## src/rtl/dsfe_pkg.sv

```systemverilog
// shared types and control codes of the dle stuffed frame encoder
package dsfe_pkg;

    localparam logic [7:0] CODE_DLE = 8'h10;
    localparam logic [7:0] CODE_STX = 8'h02;
    localparam logic [7:0] CODE_ETX = 8'h03;

    // output slots of one request, in line order
    localparam int NUM_SLOTS     = 7;
    localparam int SLOT_HDR_DLE  = 0;
    localparam int SLOT_HDR_STX  = 1;
    localparam int SLOT_STUF_DLE = 2;
    localparam int SLOT_DATA     = 3;
    localparam int SLOT_TRL_DLE  = 4;
    localparam int SLOT_TRL_ETX  = 5;
    localparam int SLOT_CHECK    = 6;

    typedef logic [NUM_SLOTS-1:0] slot_mask_t;

    // pending request held between the front and the emitter
    typedef struct packed {
        slot_mask_t  mask;
        logic [7:0]  data;
        logic [7:0]  check;
    } pend_t;

    // emitter feedback to the front
    typedef struct packed {
        logic        advance;
        slot_mask_t  clear;
    } step_t;

endpackage

```

## src/rtl/dsfe_if.sv

```systemverilog
// valid/ready stream interfaces for input requests and line bytes
interface dsfe_in_if;
    logic       valid;
    logic       ready;
    logic [7:0] payload_byte;
    logic       first_byte;
    logic       last_byte;

    modport source (output valid, output payload_byte, output first_byte,
                    output last_byte, input ready);
    modport sink (input valid, input payload_byte, input first_byte,
                  input last_byte, output ready);
endinterface

interface dsfe_out_if;
    logic       valid;
    logic       ready;
    logic [7:0] line_byte;
    logic       run_end;
    logic       frame_end;

    modport source (output valid, output line_byte, output run_end,
                    output frame_end, input ready);
    modport sink (input valid, input line_byte, input run_end,
                  input frame_end, output ready);
endinterface

```

## src/rtl/dle_stuffed_frame_encoder.sv

```systemverilog
// top level of the dle stuffed frame encoder
// Each input request (a payload byte marked first and/or last of its packet) turns into one
// to seven line bytes: DLE STX before a first byte, an extra DLE before a payload DLE, the
// byte itself, and DLE ETX plus the xor check byte after a last byte. The output port moves
// one line byte per cycle unless ready holds it back; a plain byte gives one line byte, a DLE
// two, and a single-byte packet of DLE seven. A new request is taken in the same cycle
// that the last byte of the previous one leaves the pending slot register, and the output
// register lets the next request be taken into the pending slots while a line byte waits.
// The check covers one copy of each payload byte and ETX, and restarts at every first
// byte, even if the previous packet was never closed.
module dle_stuffed_frame_encoder
    import dsfe_pkg::*;
(
    input  logic        clk,
    input  logic        rst_n,
    dsfe_in_if.sink     in,
    dsfe_out_if.source  out
);

    pend_t pend;
    step_t step;

    // input register, slot mask and check accumulator
    dsfe_front u_front (
        .clk   (clk),
        .rst_n (rst_n),
        .in    (in),
        .step  (step),
        .pend  (pend)
    );

    // slot sequencing and output register
    dsfe_emitter u_emitter (
        .clk   (clk),
        .rst_n (rst_n),
        .pend  (pend),
        .step  (step),
        .out   (out)
    );

    // the check byte always closes its request
    a_frame_end_closes_run: assert property (@(posedge clk) disable iff (!rst_n)
        out.valid && out.frame_end |-> out.run_end)
        else $error("frame end without run end");

    // an accepted request always leaves work pending
    a_accept_fills: assert property (@(posedge clk) disable iff (!rst_n)
        in.valid && in.ready |=> pend.mask != '0)
        else $error("accepted request left no pending slots");

    // only one slot leaves per cycle
    a_one_slot: assert property (@(posedge clk) disable iff (!rst_n)
        $onehot0(step.clear))
        else $error("more than one slot picked");

    // pending slots hold while the output is stalled
    a_hold_on_stall: assert property (@(posedge clk) disable iff (!rst_n)
        pend.mask != '0 && !step.advance |=> $stable(pend.mask))
        else $error("pending slots changed during stall");

endmodule

```

## src/rtl/dsfe_front.sv

```systemverilog
// input register, slot planning and running xor check
module dsfe_front
    import dsfe_pkg::*;
(
    input  logic        clk,
    input  logic        rst_n,
    dsfe_in_if.sink     in,
    input  step_t       step,
    output pend_t       pend
);

    slot_mask_t mask_reg;
    slot_mask_t mask_next;
    logic [7:0] data_reg;
    logic [7:0] check_reg;
    logic [7:0] acc_reg;
    logic [7:0] acc_next;
    logic [7:0] acc_fold;
    slot_mask_t mask_left;
    slot_mask_t mask_new;
    logic       accept;

    assign mask_left = step.advance ? (mask_reg & ~step.clear) : mask_reg;
    assign in.ready  = (mask_left == '0);
    assign accept    = in.valid && in.ready;

    // fresh check on a first byte
    assign acc_fold = (in.first_byte ? 8'h00 : acc_reg) ^ in.payload_byte;

    always_comb
    begin
        mask_new                = '0;
        mask_new[SLOT_HDR_DLE]  = in.first_byte;
        mask_new[SLOT_HDR_STX]  = in.first_byte;
        mask_new[SLOT_STUF_DLE] = (in.payload_byte == CODE_DLE);
        mask_new[SLOT_DATA]     = 1'b1;
        mask_new[SLOT_TRL_DLE]  = in.last_byte;
        mask_new[SLOT_TRL_ETX]  = in.last_byte;
        mask_new[SLOT_CHECK]    = in.last_byte;
    end

    assign mask_next = accept ? mask_new : mask_left;
    assign acc_next  = accept ? (in.last_byte ? 8'h00 : acc_fold) : acc_reg;

    always_ff @(posedge clk or negedge rst_n)
    begin
        if (!rst_n)
        begin
            mask_reg <= '0;
            acc_reg  <= '0;
        end
        else
        begin
            mask_reg <= mask_next;
            acc_reg  <= acc_next;
        end
    end

    always_ff @(posedge clk)
    begin
        if (accept)
        begin
            data_reg  <= in.payload_byte;
            check_reg <= acc_fold ^ CODE_ETX;
        end
    end

    assign pend.mask  = mask_reg;
    assign pend.data  = data_reg;
    assign pend.check = check_reg;

endmodule

```

## src/rtl/dsfe_emitter.sv

```systemverilog
// picks the next slot and drives the output register
module dsfe_emitter
    import dsfe_pkg::*;
(
    input  logic        clk,
    input  logic        rst_n,
    input  pend_t       pend,
    output step_t       step,
    dsfe_out_if.source  out
);

    slot_mask_t pick;
    logic       load;
    logic [7:0] byte_sel;
    logic       valid_reg;
    logic       valid_next;
    logic [7:0] line_reg;
    logic       run_end_reg;
    logic       frame_end_reg;

    // lowest pending slot goes first
    assign pick = pend.mask & (~pend.mask + slot_mask_t'(1'b1));
    assign load = !valid_reg || out.ready;

    assign step.advance = load && (pend.mask != '0);
    assign step.clear   = pick;

    always_comb
    begin
        byte_sel = pend.data;
        if (pick[SLOT_HDR_DLE] || pick[SLOT_STUF_DLE] || pick[SLOT_TRL_DLE])
            byte_sel = CODE_DLE;
        else if (pick[SLOT_HDR_STX])
            byte_sel = CODE_STX;
        else if (pick[SLOT_TRL_ETX])
            byte_sel = CODE_ETX;
        else if (pick[SLOT_CHECK])
            byte_sel = pend.check;
    end

    assign valid_next = load ? (pend.mask != '0) : valid_reg;

    always_ff @(posedge clk or negedge rst_n)
    begin
        if (!rst_n)
            valid_reg <= 1'b0;
        else
            valid_reg <= valid_next;
    end

    always_ff @(posedge clk)
    begin
        if (step.advance)
        begin
            line_reg      <= byte_sel;
            run_end_reg   <= ((pend.mask & ~pick) == '0);
            frame_end_reg <= pick[SLOT_CHECK];
        end
    end

    assign out.valid     = valid_reg;
    assign out.line_byte = line_reg;
    assign out.run_end   = run_end_reg;
    assign out.frame_end = frame_end_reg;

endmodule
```

## src/flat_wrapper.sv

```systemverilog
// flat-port wrapper written by rule: the top's interface ports become plain ports
module dle_stuffed_frame_encoder_flat import dsfe_pkg::*;
  (clk, rst_n, in_valid, in_payload_byte, in_first_byte, in_last_byte, in_ready, out_valid, out_line_byte, out_run_end, out_frame_end, out_ready);
  dsfe_in_if in_i ();
  dsfe_out_if out_i ();
  input  logic clk;
  input  logic rst_n;
  input wire logic [$bits(in_i.valid)-1:0] in_valid;
  input wire logic [$bits(in_i.payload_byte)-1:0] in_payload_byte;
  input wire logic [$bits(in_i.first_byte)-1:0] in_first_byte;
  input wire logic [$bits(in_i.last_byte)-1:0] in_last_byte;
  output wire logic [$bits(in_i.ready)-1:0] in_ready;
  output wire logic [$bits(out_i.valid)-1:0] out_valid;
  output wire logic [$bits(out_i.line_byte)-1:0] out_line_byte;
  output wire logic [$bits(out_i.run_end)-1:0] out_run_end;
  output wire logic [$bits(out_i.frame_end)-1:0] out_frame_end;
  input wire logic [$bits(out_i.ready)-1:0] out_ready;
  assign in_i.valid = in_valid;
  assign in_i.payload_byte = in_payload_byte;
  assign in_i.first_byte = in_first_byte;
  assign in_i.last_byte = in_last_byte;
  assign in_ready = in_i.ready;
  assign out_valid = out_i.valid;
  assign out_line_byte = out_i.line_byte;
  assign out_run_end = out_i.run_end;
  assign out_frame_end = out_i.frame_end;
  assign out_i.ready = out_ready;
  dle_stuffed_frame_encoder u_core (.clk(clk), .rst_n(rst_n), .in(in_i), .out(out_i));
endmodule
```

## config.mk

```make
export PLATFORM = sky130hd
export DESIGN_NAME = dle_stuffed_frame_encoder_flat
export DESIGN_NICKNAME = d
export VERILOG_FILES = /design/src/rtl/dsfe_pkg.sv /design/src/rtl/dsfe_if.sv /design/src/rtl/dle_stuffed_frame_encoder.sv /design/src/rtl/dsfe_front.sv /design/src/rtl/dsfe_emitter.sv /design/src/flat_wrapper.sv
export SDC_FILE = /design/constraint.sdc
export NUM_CORES = 1
export LEC_CHECK = 0
export ABC_CLOCK_PERIOD_IN_PS = 7050
export BUFFER_PORTS_ARGS = -buffer_cell sky130_fd_sc_hd__buf_2
export CORE_MARGIN = 1.5
export CORE_UTILIZATION = 40
export CTS_CLUSTER_SIZE = 20
export DETAILED_ROUTE_END_ITERATION = 8
export GPL_ROUTABILITY_DRIVEN = 0
export PLACE_DENSITY = 0.57
export SLEW_MARGIN = 0
export SYNTH_ARGS = -nofsm -noshare
export SYNTH_HDL_FRONTEND = slang
export SYNTH_SLANG_ARGS = --single-unit
```

## constraint.sdc

```tcl
create_clock -name clk -period 7.05 [get_ports clk]
set_input_delay 0.3525 -clock clk [delete_from_list [all_inputs] [get_ports clk]]
set_output_delay 0.3525 -clock clk [all_outputs]
set_load 0.005 [all_outputs]
```

# Word level (Yosys, flattened, before mapping)
# Cells that the tools add are included.
# word_totals
ff_bits	42
# classes
n_addsub	1
eq_ne	1
n_mux	7
bitwise_logic	6
n_reduce_logical	11
# ops
cell	n
8-bit two-way mux	3
7-bit bitwise AND	2
7-bit zero test	2
7-bit two-way mux	2
7-bit NOT	2
5-bit two-way mux	2
8-bit by 5-bit equality test with 1-bit output (second input constant)	1
8-bit bitwise XOR	1
7-bit by 1-bit adder with 7-bit output (second input constant)	1
7-bit nonzero test	1
1-bit logical OR	3
3-bit OR reduction	1
1-bit logical AND	2
2-bit NOT	1
2-bit OR reduction	1
1-bit zero test	1

# Longest topological paths before layout
# Gate-level depths: netlist of the first run.
# logic_depth
ltp_word	9
depth_mapped	9
mapped_depth_nobuf	6

# By module
# A second synthesis of the first run with hierarchy kept.
# hier_totals
hier_cells	169
area_unflattened_um2	2024.4
# by_module_without_submodules
mod	instances	cells_each	area_each_um2	seq_area_each_um2
dsfe_front	1	103	1361.3	855.8
dsfe_emitter	1	66	663.1	325.3

# Least setup slack after synthesis of the first run
# OpenSTA, ideal clock, no wires.
# synth_path
kind	flip-flop to flip-flop
startpoint	register u_core.u_front.mask_reg[1]
endpoint	register u_core.u_front.acc_reg[0]
t_arrival_ns	2.605
required_time_ns	6.925
path_slack_ns	4.320
path_stages_with_launch	10
period_less_slack_ns	2.730
path_cell_list	dfrtp_1 buf_6 or4_4 buf_6 a2111oi_4 nor2_2 or4_1 buf_6 inv_12 mux2_4
# synth_between
elab_chain_len	8
word_cells_on_any_way	10
# synth_rtl
element	line_no	rtl
start, declared	dsfe_front.sv:12	slot_mask_t mask_reg;
start signal, assigned	dsfe_front.sv:54	mask_reg <= mask_next;
7-bit NOT	dsfe_emitter.sv:22	assign pick = pend.mask & (~pend.mask + slot_mask_t'(1'b1));
7-bit by 1-bit adder with 7-bit output	dsfe_emitter.sv:22	
7-bit bitwise AND	dsfe_emitter.sv:22	
7-bit NOT	dsfe_front.sv:23	assign mask_left = step.advance ? (mask_reg & ~step.clear) : mask_reg;
7-bit bitwise AND	dsfe_front.sv:23	
7-bit two-way mux *	dsfe_front.sv:23	
7-bit zero test *	dsfe_front.sv:24	assign in.ready = (mask_left == '0);
1-bit logical AND *	dsfe_front.sv:25	assign accept = in.valid && in.ready;
net u_core.u_front.accept	dsfe_front.sv:21	logic accept;
end signal, assigned	dsfe_front.sv:55	acc_reg <= acc_next;
end, declared	dsfe_front.sv:16	logic [7:0] acc_reg;
# Mark *: on every way through the listed nets, which the timed path passes. The rest lies on a longest branch.
# A chain may end at the register's enable or synchronous reset.

# Final worst setup path of the first run
# layout_path
startpoint	register u_core.u_front.mask_reg[0]
endpoint	register u_core.u_front.acc_reg[1]
# Same word-level chain as after synthesis.

==> results of run 1 <==
==> cells in the final DEF (no fill, tap or decap) <==
cell,count
nand2_1,27
edfxtp_1,26
buf_2,25
dfrtp_1,16
inv_1,12
nor2_1,11
a21oi_1,11
xnor2_1,8
mux2i_1,7
nor3_1,6
o21ai_0,6
o21ai_1,5
clkbuf_8,5
nor4_1,3
nor2b_1,3
nand3_1,2
a211oi_1,2
maj3_1,2
mux2_4,2
or4_4,1
o211a_1,1
a2111oi_4,1
nor2_2,1
nand2b_1,1
or4_1,1
inv_12,1
o31ai_1,1
a21o_1,1
nor4b_1,1
a32o_1,1
o22a_1,1
o32ai_1,1
bufinv_16,1
clkinvlp_4,1
clkbuf_1,1
dlygate4sd3_1,1
==> metal layers <==
layer  vias up  track usage [%]  routed length, µm
li1        647                -                  -
met1       599             19.7               1660
met2        37             24.3               1730
met3         7             4.83                223
met4         0             6.29                 68
met5         -                0                  0
==> layout make-up <==
cell class | instances | share of cell area (%)
timing repair buffer | 26 | 6.07
clock inverter | 2 | 1.69
tap | 67 | 3.76
multi-input combinational | 107 | 29.4
inverter | 13 | 2.75
clock buffer | 6 | 3.26
sequential | 42 | 53.0
==> cells by family (layout without fill, tap and decap cells) <==
| kind of cell | Yosys count | in the layout | share of synthesized area (%) |
|---|---|---|---|
| AND/OR/NAND/NOR | 57 | 57 | 13.3 |
| adder cells (fa/ha/maj) | 2 | 2 | 1.02 |
| flip-flops | 42 | 42 | 60.2 |
| multiplexers | 9 | 9 | 5.10 |
| XOR/XNOR | 8 | 8 | 3.57 |
| buffers and inverters | 22 | 47 | 6.44 |
| AO/OA/AOI/OAI | 31 | 31 | 10.5 |
==> stage by stage <==
stage | util [%] | hold slack (ps) | cell area (µm²)
detailed placement | 44.6 | 298 | 2110
floorplan | - | 56.9 | 1960
global placement | 44.6 | 287 | 2110
finish | 47.2 | 273 | 2230
global route | 47.2 | 257 | 2230
CTS | 47.2 | 262 | 2230
==> report_power, final <==
| group | switching (µW) | total [µW] | internal (µW) |
|---|---|---|---|
| Clock | 84.5 | 190 | 106 |
| Sequential | 69.2 | 457 | 388 |
| Combinational | 205 | 356 | 151 |
| Total | 358 | 1000 | 645 |
==> cells in the mapped netlist <==
master,number
mux2i_1,7
o31ai_1,1
buf_6,4
a32o_1,1
nand2_1,27
nor2b_1,3
a211oi_1,2
maj3_1,2
o22a_1,1
dfrtp_1,16
or4_1,1
a21oi_1,11
inv_1,12
nor3_1,6
clkbuf_1,4
nor4_1,3
inv_12,1
edfxtp_1,26
nor2_2,1
buf_2,1
a2111oi_4,1
o32ai_1,1
o21ai_0,6
mux2_4,2
a21o_1,1
o21ai_1,5
xnor2_1,8
o211a_1,1
nor4b_1,1
nor2_1,11
or4_4,1
nand2b_1,1
nand3_1,2
==> how the worst max path moves through the flow <==
stage	startpoint	to	cells after the start
global route	u_core.u_front.mask_reg[0]$_DFF_PN0_	u_core.u_front.acc_reg[1]$_DFFE_PN0P_	6
finish	u_core.u_front.mask_reg[0]$_DFF_PN0_	u_core.u_front.acc_reg[1]$_DFFE_PN0P_	6
detailed placement	u_core.u_front.mask_reg[0]$_DFF_PN0_	u_core.u_front.acc_reg[0]$_DFFE_PN0P_	6
CTS	u_core.u_front.mask_reg[0]$_DFF_PN0_	u_core.u_front.acc_reg[0]$_DFFE_PN0P_	6
floorplan	u_core.u_front.mask_reg[1]$_DFF_PN0_	u_core.u_front.acc_reg[0]$_DFFE_PN0P_	9
global placement	u_core.u_front.mask_reg[0]$_DFF_PN0_	u_core.u_front.acc_reg[0]$_DFFE_PN0P_	6
==> critical path: stages, from the launching register on <==
cell and delay, ps:
dfrtp_1 490, or4_4 650, a2111oi_4 360, nor2_2 90, or4_1 730, inv_12 230, mux2_4 310
==> flow_metrics.tcl, run 1 <==
set metrics [dict create \
    clk_latency_ps 300 \
    synth_top_area_share_pct 39.8 \
    max_cap_viol_count 0 \
    r2r_slack_ps 4070 \
    grt_pass1_vias 1222 \
    synth_cells 171 \
    drive_gt1_share_pct 19.4 \
    worstPathMaxFanout 25 \
    dp_slack_ps 4080 \
    hold_end "u_core.u_front.data_reg[5]$_DFFE_PP_" \
    postRouteAntennaNets 0 \
    firstDrtPassIters 4 \
    drt_wl_total_um 3680 \
    r2r-start "u_core.u_front.mask_reg[0]$_DFF_PN0_" \
    cts-buffers-inserted 5 \
    clock_path_buffers 2 \
    port-buffer-count 25 \
    cts_tree "yes" \
    start_util_pct 41.6 \
    num-fill-cells 442 \
    grt-ovfl-total 0 \
    worst_setup_path_start_kind "register" \
    whs_path_depth 1 \
    rows 25 \
    grt_first_pass_wirelength_um 6080 \
    synth_warnings 0 \
    path_clk_slew_ps 80 \
    antenna_found_initial 0 \
    syn-mean-instance-area_um2 11.5 \
    die_w_um 73.1 \
    post_cts_resized 0 \
    ys_seq_area_share_pct 60.2 \
    setup_viol 0 \
    tns_ps 0 \
    seq_area_um2 1180 \
    outcome "finished, final reports clean" \
    grt_max_degree 26 \
    die_area_um2 5340 \
    min_period_ps 2980 \
    via_per_inst 4.90 \
    worst-r2r-cell-count 6 \
    synth.distinct_cells 33 \
    grt.total_usage_pct 15.5 \
    htreeDepth 2 \
    slew-limit-headroom_pct 52.6 \
    fin_crit_sh_pct 42.2 \
    worstHoldStart "in_payload_byte[5]" \
    core_um2 4720 \
    worstMarginPinSlew_ps 709 \
    skew_ps 3.39 \
    yosysTopAreaCell "edfxtp_1" \
    final_cells 263 \
    hp-class "in -> reg" \
    dp_cells 254 \
    fin_ws_ps 4070 \
    ctsHoldBuffers 1 \
    p_total_uw 1000 \
    worst_r2r_endpoint "u_core.u_front.acc_reg[1]$_DFFE_PN0P_" \
    die_h_um 73.1 \
    maxSlewViolCount 0 \
    cts.sinks 42 \
    fmax_mhz 336 \
    worstPathRequired_ps 7240 \
    syn_area_um2 1960 \
    ir_worst_vdd_mv 0.180 \
    dp_hpwl_um 2640 \
    rsz0062_at_grt "no" \
    crit_arrival_ps 3160 \
    endpoint_kind "register" \
    synth.area.top_cells "edfxtp_1, dfrtp_1, nand2_1" \
    crit_type "reg -> reg" \
    cts_setup_buffers 0 \
    route.detailed.drc 0 \
    p_leak_uw 0.000892 \
    wire_per_inst_um 14.0 \
    hold_viol 0 \
    multi_input_area_um2 656 \
    pin_count 26 \
    nNetsFinal 209 \
    antennaDiodeCount 0 \
    clock-root-buffer "clkbuf_8" \
    vias 1290 \
    powerDensity_nw_per_um2 450 \
    first_iter_violations 162 \
    area_growth_pct 13.4 \
    syn_nets 185 \
    synth-seq-cells 42 \
]
Note: power is estimated with default switching activity, not from simulation.
==> inputs of run 2 (changes only) <==
--- a/config.mk
+++ b/config.mk
@@ -5,14 +5,14 @@
 export SDC_FILE = /design/constraint.sdc
 export NUM_CORES = 1
 export LEC_CHECK = 0
-export ABC_CLOCK_PERIOD_IN_PS = 7050
+export ABC_CLOCK_PERIOD_IN_PS = 2700
 export BUFFER_PORTS_ARGS = -buffer_cell sky130_fd_sc_hd__buf_2
 export CORE_MARGIN = 1.5
 export CORE_UTILIZATION = 40
 export CTS_CLUSTER_SIZE = 20
 export DETAILED_ROUTE_END_ITERATION = 8
 export GPL_ROUTABILITY_DRIVEN = 0
-export PLACE_DENSITY = 0.57
+export PLACE_DENSITY = 0.59
 export SLEW_MARGIN = 0
 export SYNTH_ARGS = -nofsm -noshare
 export SYNTH_HDL_FRONTEND = slang
==> constraint.sdc (replaced) <==
create_clock -name clk -period 2.7 [get_ports clk]
set_input_delay 0.135 -clock clk [delete_from_list [all_inputs] [get_ports clk]]
set_output_delay 0.135 -clock clk [all_outputs]
set_load 0.005 [all_outputs]
==> flow_metrics.tcl, run 2 (synthesis gave the netlist of run 1 again) <==
set metrics [dict create \
    netSwitchingFraction_pct 34.3 \
    post_dp_cell_area_um2 2140 \
    crit_type "reg -> reg" \
    die_h_um 73.1 \
    power.switching_uw 950 \
    worst_setup_path_start_kind "register" \
    drive_gt1_share_pct 22.4 \
    die_w_um 73.1 \
    port-buffer-count 25 \
    num-fill-cells 438 \
    multi_input_area_um2 659 \
    cts.sinks 42 \
    mostFrequentLayoutCell "nand2_1" \
    cts_tree "yes" \
    start_util_pct 41.6 \
    grt_pass1_vias 1303 \
    r2r-start "u_core.u_front.mask_reg[0]$_DFF_PN0_" \
    nNetsFinal 214 \
    fin_area_um2 2300 \
    dp_hpwl_um 2680 \
    drt_wl_total_um 3740 \
    antennaDiodeCount 0 \
    slew-limit-headroom_pct 50.3 \
    antenna_found_initial 0 \
    path_cells "or4_4, a211oi_1, nor2_2, or4_4, inv_12, mux2_4" \
    clock_path_buffers 2 \
    min_period_ps 2610 \
    rsz0062_at_grt "no" \
    rows 25 \
    worstHoldStart "in_valid" \
    tns_ps 0 \
    grt.total_usage_pct 15.6 \
    vias 1356 \
    postRouteAntennaNets 0 \
    seqPwrFrac_pct 41.8 \
    p_clk_share_pct 21.6 \
    skew_ps 5.80 \
    firstDrtPassIters 4 \
    worst-r2r-cell-count 6 \
    cellInternalPower_uw 1820 \
    worst_r2r_endpoint "u_core.u_front.acc_reg[0]$_DFFE_PN0P_" \
    pwr-share-comb_pct 36.5 \
    worstMarginPinSlew_ps 742 \
    hp-class "in -> reg" \
    core_um2 4720 \
    route.detailed.drc 0 \
    wire_per_inst_um 14.0 \
    fin_crit_sh_pct 96.6 \
    crit_arrival_ps 2790 \
    area_growth_pct 17.0 \
    die_area_um2 5340 \
    whs_ps 50.4 \
    via_per_inst 5.06 \
    path_clk_slew_ps 90 \
    layout_common_cells "nand2_1, edfxtp_1, buf_2" \
    endpoint_kind "register" \
    critPathMostFrequentCell "or4_4" \
    max_cap_viol_count 0 \
    grt_max_degree 26 \
    clk_latency_ps 300 \
    powerDensity_nw_per_um2 1210 \
    grt_first_pass_wirelength_um 6180 \
    worstPathRequired_ps 2880 \
    worstPathMaxFanout 25 \
    pin_count 26 \
    maxSlewViolCount 0 \
    post-route-util_pct 48.6 \
    whs_path_depth 2 \
    seq_area_um2 1180 \
    outcome "finished, final reports clean" \
    ir_worst_vdd_mv 0.428 \
    htreeDepth 2 \
    p_total_uw 2770 \
    fmax_mhz 383 \
    p_leak_uw 0.000935 \
    setup_viol 0 \
    clock-root-buffer "clkbuf_8" \
    cts_setup_buffers 0 \
    r2r_slack_ps 90 \
    worst_path_max_delay_cell "or4_4" \
    hold_end "u_core.u_front.mask_reg[3]$_DFF_PN0_" \
    cts-buffers-inserted 5 \
    hold_viol 0 \
    cpPeakStageDelay_ps 610 \
    grt-ovfl-total 0 \
    first_iter_violations 158 \
]
[run 2: what timing repair did]
item / CTS / global route
setup endpoints to repair: 2 / 0
hold endpoints to repair: 16 / 0
gates resized for setup: 1 / 0
hold buffers: 1 / 0
[run 2: how the worst max path moves through the flow]
stage,startpoint,end,slack (ps),cells after the start
6_report,u_core.u_front.mask_reg[0]$_DFF_PN0_,u_core.u_front.acc_reg[0]$_DFFE_PN0P_,90,6
5_1_grt,u_core.u_front.mask_reg[0]$_DFF_PN0_,u_core.u_front.acc_reg[0]$_DFFE_PN0P_,3,6
4_1_cts,u_core.u_front.mask_reg[0]$_DFF_PN0_,u_core.u_front.acc_reg[0]$_DFFE_PN0P_,90,6
3_5_place_dp,u_core.u_front.mask_reg[0]$_DFF_PN0_,u_core.u_front.acc_reg[0]$_DFFE_PN0P_,-20,6
3_3_place_gp,u_core.u_front.mask_reg[0]$_DFF_PN0_,u_core.u_front.acc_reg[0]$_DFFE_PN0P_,30,6
2_1_floorplan,u_core.u_front.mask_reg[1]$_DFF_PN0_,u_core.u_front.acc_reg[0]$_DFFE_PN0P_,9,9
[run 2: per-stage QoR]
stage / worst slack [ps] / std cells
detailed placement: -23.4 / 259
global route: 2.73 / 268
global placement: 27.0 / 259
CTS: 86.1 / 268
finish: 91.2 / 268
floorplan: 9.22 / 171
[run 2: per-layer routing]
layer	up-vias	wire length, µm	global-route usage, %
met1	638	1720	20.8
met5	-	0	0
li1	658	-	-
met4	0	75	5.45
met3	12	236	4.56
met2	48	1700	24.2
[run 2: layout make-up]
class,count,share of cell area (%)
clock inverter,3,3.00
inverter,13,2.67
timing repair buffer,31,7.52
clock buffer,5,3.00
multi-input combinational,107,28.7
tap,67,3.65
sequential,42,51.4
[run 2: power groups by stage]
| stage | clock network (µW) | logic (µW) | registers [µW] |
|---|---|---|---|
| 3_5_place_dp | 0 | 1000 | 1170 |
| 3_3_place_gp | 0 | 981 | 1160 |
| 5_1_grt | 637 | 1130 | 1190 |
| 4_1_cts | 605 | 1010 | 1160 |
| 6_report | 599 | 1010 | 1160 |
| 2_1_floorplan | 0 | 811 | 1120 |
[run 2: critical path: cells and delay by family, from the launching register on]
kind                   cells  cell delay (ps)
AOI/OAI and AO/OA          1              320
buffers and inverters      1              160
DFF                        1              380
muxes                      1              320
and+or+nand+nor            3             1310
==> inputs of run 3 (changes only) <==
--- a/config.mk
+++ b/config.mk
@@ -16,4 +16,5 @@
 export SLEW_MARGIN = 0
 export SYNTH_ARGS = -nofsm -noshare
 export SYNTH_HDL_FRONTEND = slang
+export SYNTH_HIERARCHICAL = 1
 export SYNTH_SLANG_ARGS = --single-unit
==> flow_metrics.tcl, run 3 <==
set metrics [dict create \
    path_clk_slew_ps 80 \
    syn-mean-instance-area_um2 12.0 \
    port-buffer-count 25 \
    die_h_um 74.1 \
    antenna_found_initial 0 \
    worstPathMaxFanout 13 \
    synth_cells 169 \
    vias 1341 \
    outcome "finished, final reports clean" \
    area_growth_pct 15.9 \
    cpPeakStageDelay_ps 530 \
    start_util_pct 42.3 \
    firstDrtPassIters 4 \
    worst-r2r-cell-count 9 \
    grt_max_degree 19 \
    ir_worst_vdd_mv 0.372 \
    endpoint_kind "register" \
    ys.flop_type "edfxtp_1" \
    critPathMostFrequentCell "nor4_4" \
    hold_viol 0 \
    p_leak_uw 0.000964 \
    skew_ps 8.21 \
    crit_start "u_core/u_front/mask_reg[2]$_DFF_PN0_" \
    syn_nets 183 \
    fmax_mhz 401 \
    synth_top_area_share_pct 38.6 \
    path_cells "nor4_4, nand2_1, nor2_1, a21oi_2, o21bai_1, o2111ai_1, nor4_4, buf_4, mux2_2" \
    maxSlewViolCount 0 \
    die_area_um2 5500 \
    worst_setup_path_start_kind "register" \
    r2r_slack_ps 200 \
    worstPathRequired_ps 2890 \
    cts-buffers-inserted 5 \
    setup_viol 0 \
    cts_setup_buffers 0 \
    max_cap_viol_count 0 \
    worstMarginPinSlew_ps 489 \
    r2r-start "u_core/u_front/mask_reg[2]$_DFF_PN0_" \
    synth-seq-cells 42 \
    whs_ps 25.7 \
    first_iter_violations 68 \
    synth.distinct_cells 37 \
    num-fill-cells 438 \
    core_um2 4790 \
    postRouteAntennaNets 0 \
    synth_most_common_cell "edfxtp_1" \
    tns_ps 0 \
    powerDensity_nw_per_um2 1070 \
    clock-root-buffer "clkbuf_8" \
    die_w_um 74.1 \
    mostFrequentLayoutCell "edfxtp_1" \
    min_period_ps 2500 \
    pin_count 26 \
    grt_pass1_vias 1312 \
    grt_first_pass_wirelength_um 6510 \
    clock_path_buffers 2 \
    antennaDiodeCount 0 \
    worst_path_max_delay_cell "dfrtp_1" \
    layout_common_cells "edfxtp_1, buf_2, nor2_1, nand2b_1" \
    nNetsFinal 215 \
    crit_arrival_ps 2680 \
    via_per_inst 4.99 \
    ys_seq_area_share_pct 58.3 \
    wire_per_inst_um 14.6 \
    synth.area.top_cells "edfxtp_1, dfrtp_1, mux2i_1" \
    fin_crit_sh_pct 92.4 \
    route.detailed.drc 0 \
    drive_gt1_share_pct 26.7 \
    dp_hpwl_um 2800 \
    synth_edf_count 26 \
    syn_area_um2 2020 \
    rsz0062_at_grt "no" \
    hp-class "in -> reg" \
    rows 25 \
    yosys-top-cells-count "edfxtp_1, dfrtp_1, nand2b_1, nor2_1, inv_1" \
    grt-ovfl-total 0 \
    cts_tree "yes" \
    htreeDepth 2 \
    crit_type "reg -> reg" \
    cts.sinks 42 \
    yosysTopAreaCell "edfxtp_1" \
    slew-limit-headroom_pct 67.2 \
    grt.total_usage_pct 16.1 \
    async_reset_ff_share_pct 38.1 \
    clk_latency_ps 300 \
    worst_r2r_endpoint "u_core/u_front/acc_reg[0]$_DFFE_PN0P_" \
    cp-endpoint "u_core/u_front/acc_reg[0]$_DFFE_PN0P_" \
    synth_warnings 6 \
    drt_wl_total_um 3930 \
]
## run 3: report_power, final
part / switching, µW / leakage, µW / total, µW / internal (µW)
sequential: 147 / 0.000441 / 1110 / 965
combinational: 538 / 0.000478 / 974 / 437
clock: 232 / 0.0000441 / 414 / 182
total: 916 / 0.000964 / 2500 / 1580
## run 3: area by class of cell
cell class	count	area, µm²	area share, %
clock buffer	5	68.8	2.93
clock inverter	3	21.3	0.907
inverter	14	52.6	2.24
multi-input combinational	105	748	31.9
sequential	42	1180	50.5
tap	67	83.8	3.57
timing repair buffer	33	188	8.00
## run 3: logic make-up after synthesis
kind of cell    Yosys count  synth area share [%]
simple gates             55                  16.2
buf+inv                  22                  4.88
xor+xnor                  8                  3.46
flops                    42                  58.3
compound gates           27                  9.58
mux                      15                  7.54
## run 3: critical path, delay by kind of cell, from the launching register on
family | cells | cell delay (ps)
AOI/OAI and AO/OA | 3 | 640
buffers and inverters | 1 | 270
DFF | 1 | 530
muxes | 1 | 350
and+or+nand+nor | 4 | 580
## run 3: worst min path at each step
stage	startpoint	endpoint	slack [ps]	cells past startpoint
2_1_floorplan	rst_n	u_core/u_emitter/out.valid$_DFFE_PN0N_	-160	0
3_3_place_gp	rst_n	u_core/u_front/acc_reg[0]$_DFFE_PN0P_	90	1
3_5_place_dp	rst_n	u_core/u_front/acc_reg[7]$_DFFE_PN0P_	90	1
4_1_cts	out_ready	u_core/u_emitter/out.valid$_DFFE_PN0N_	20	2
5_1_grt	out_ready	u_core/u_emitter/out.valid$_DFFE_PN0N_	30	2
6_report	out_ready	u_core/u_emitter/out.valid$_DFFE_PN0N_	30	2
## run 3: per-stage QoR
stage | setup slack, ps | util (%) | instances | power [µW] | instance area, µm²
CTS | 150 | 49.0 | 269 | 2510 | 2340
global route | 31.9 | 49.0 | 269 | 2660 | 2350
floorplan | 16.5 | - | 169 | 1780 | 2030
global placement | 224 | 46.9 | 260 | 2060 | 2240
finish | 204 | 49.0 | 269 | 2500 | 2350
detailed placement | 164 | 46.9 | 260 | 2100 | 2240
## run 3: timing repair
item / in CTS / in global routing
gates resized for setup: 0 / 2
hold buffers: 1 / 0
setup endpoints to repair: 0 / 2
endpoints found under the hold margin: 16 / 0
## run 3: metal layers
layer | wire, µm | vias to the layer above | track usage [%]
li1 | - | 660 | -
met1 | 1880 | 628 | 21.3
met2 | 1750 | 42 | 24.7
met3 | 195 | 11 | 4.74
met4 | 104 | 0 | 7.00
met5 | 0 | - | 0
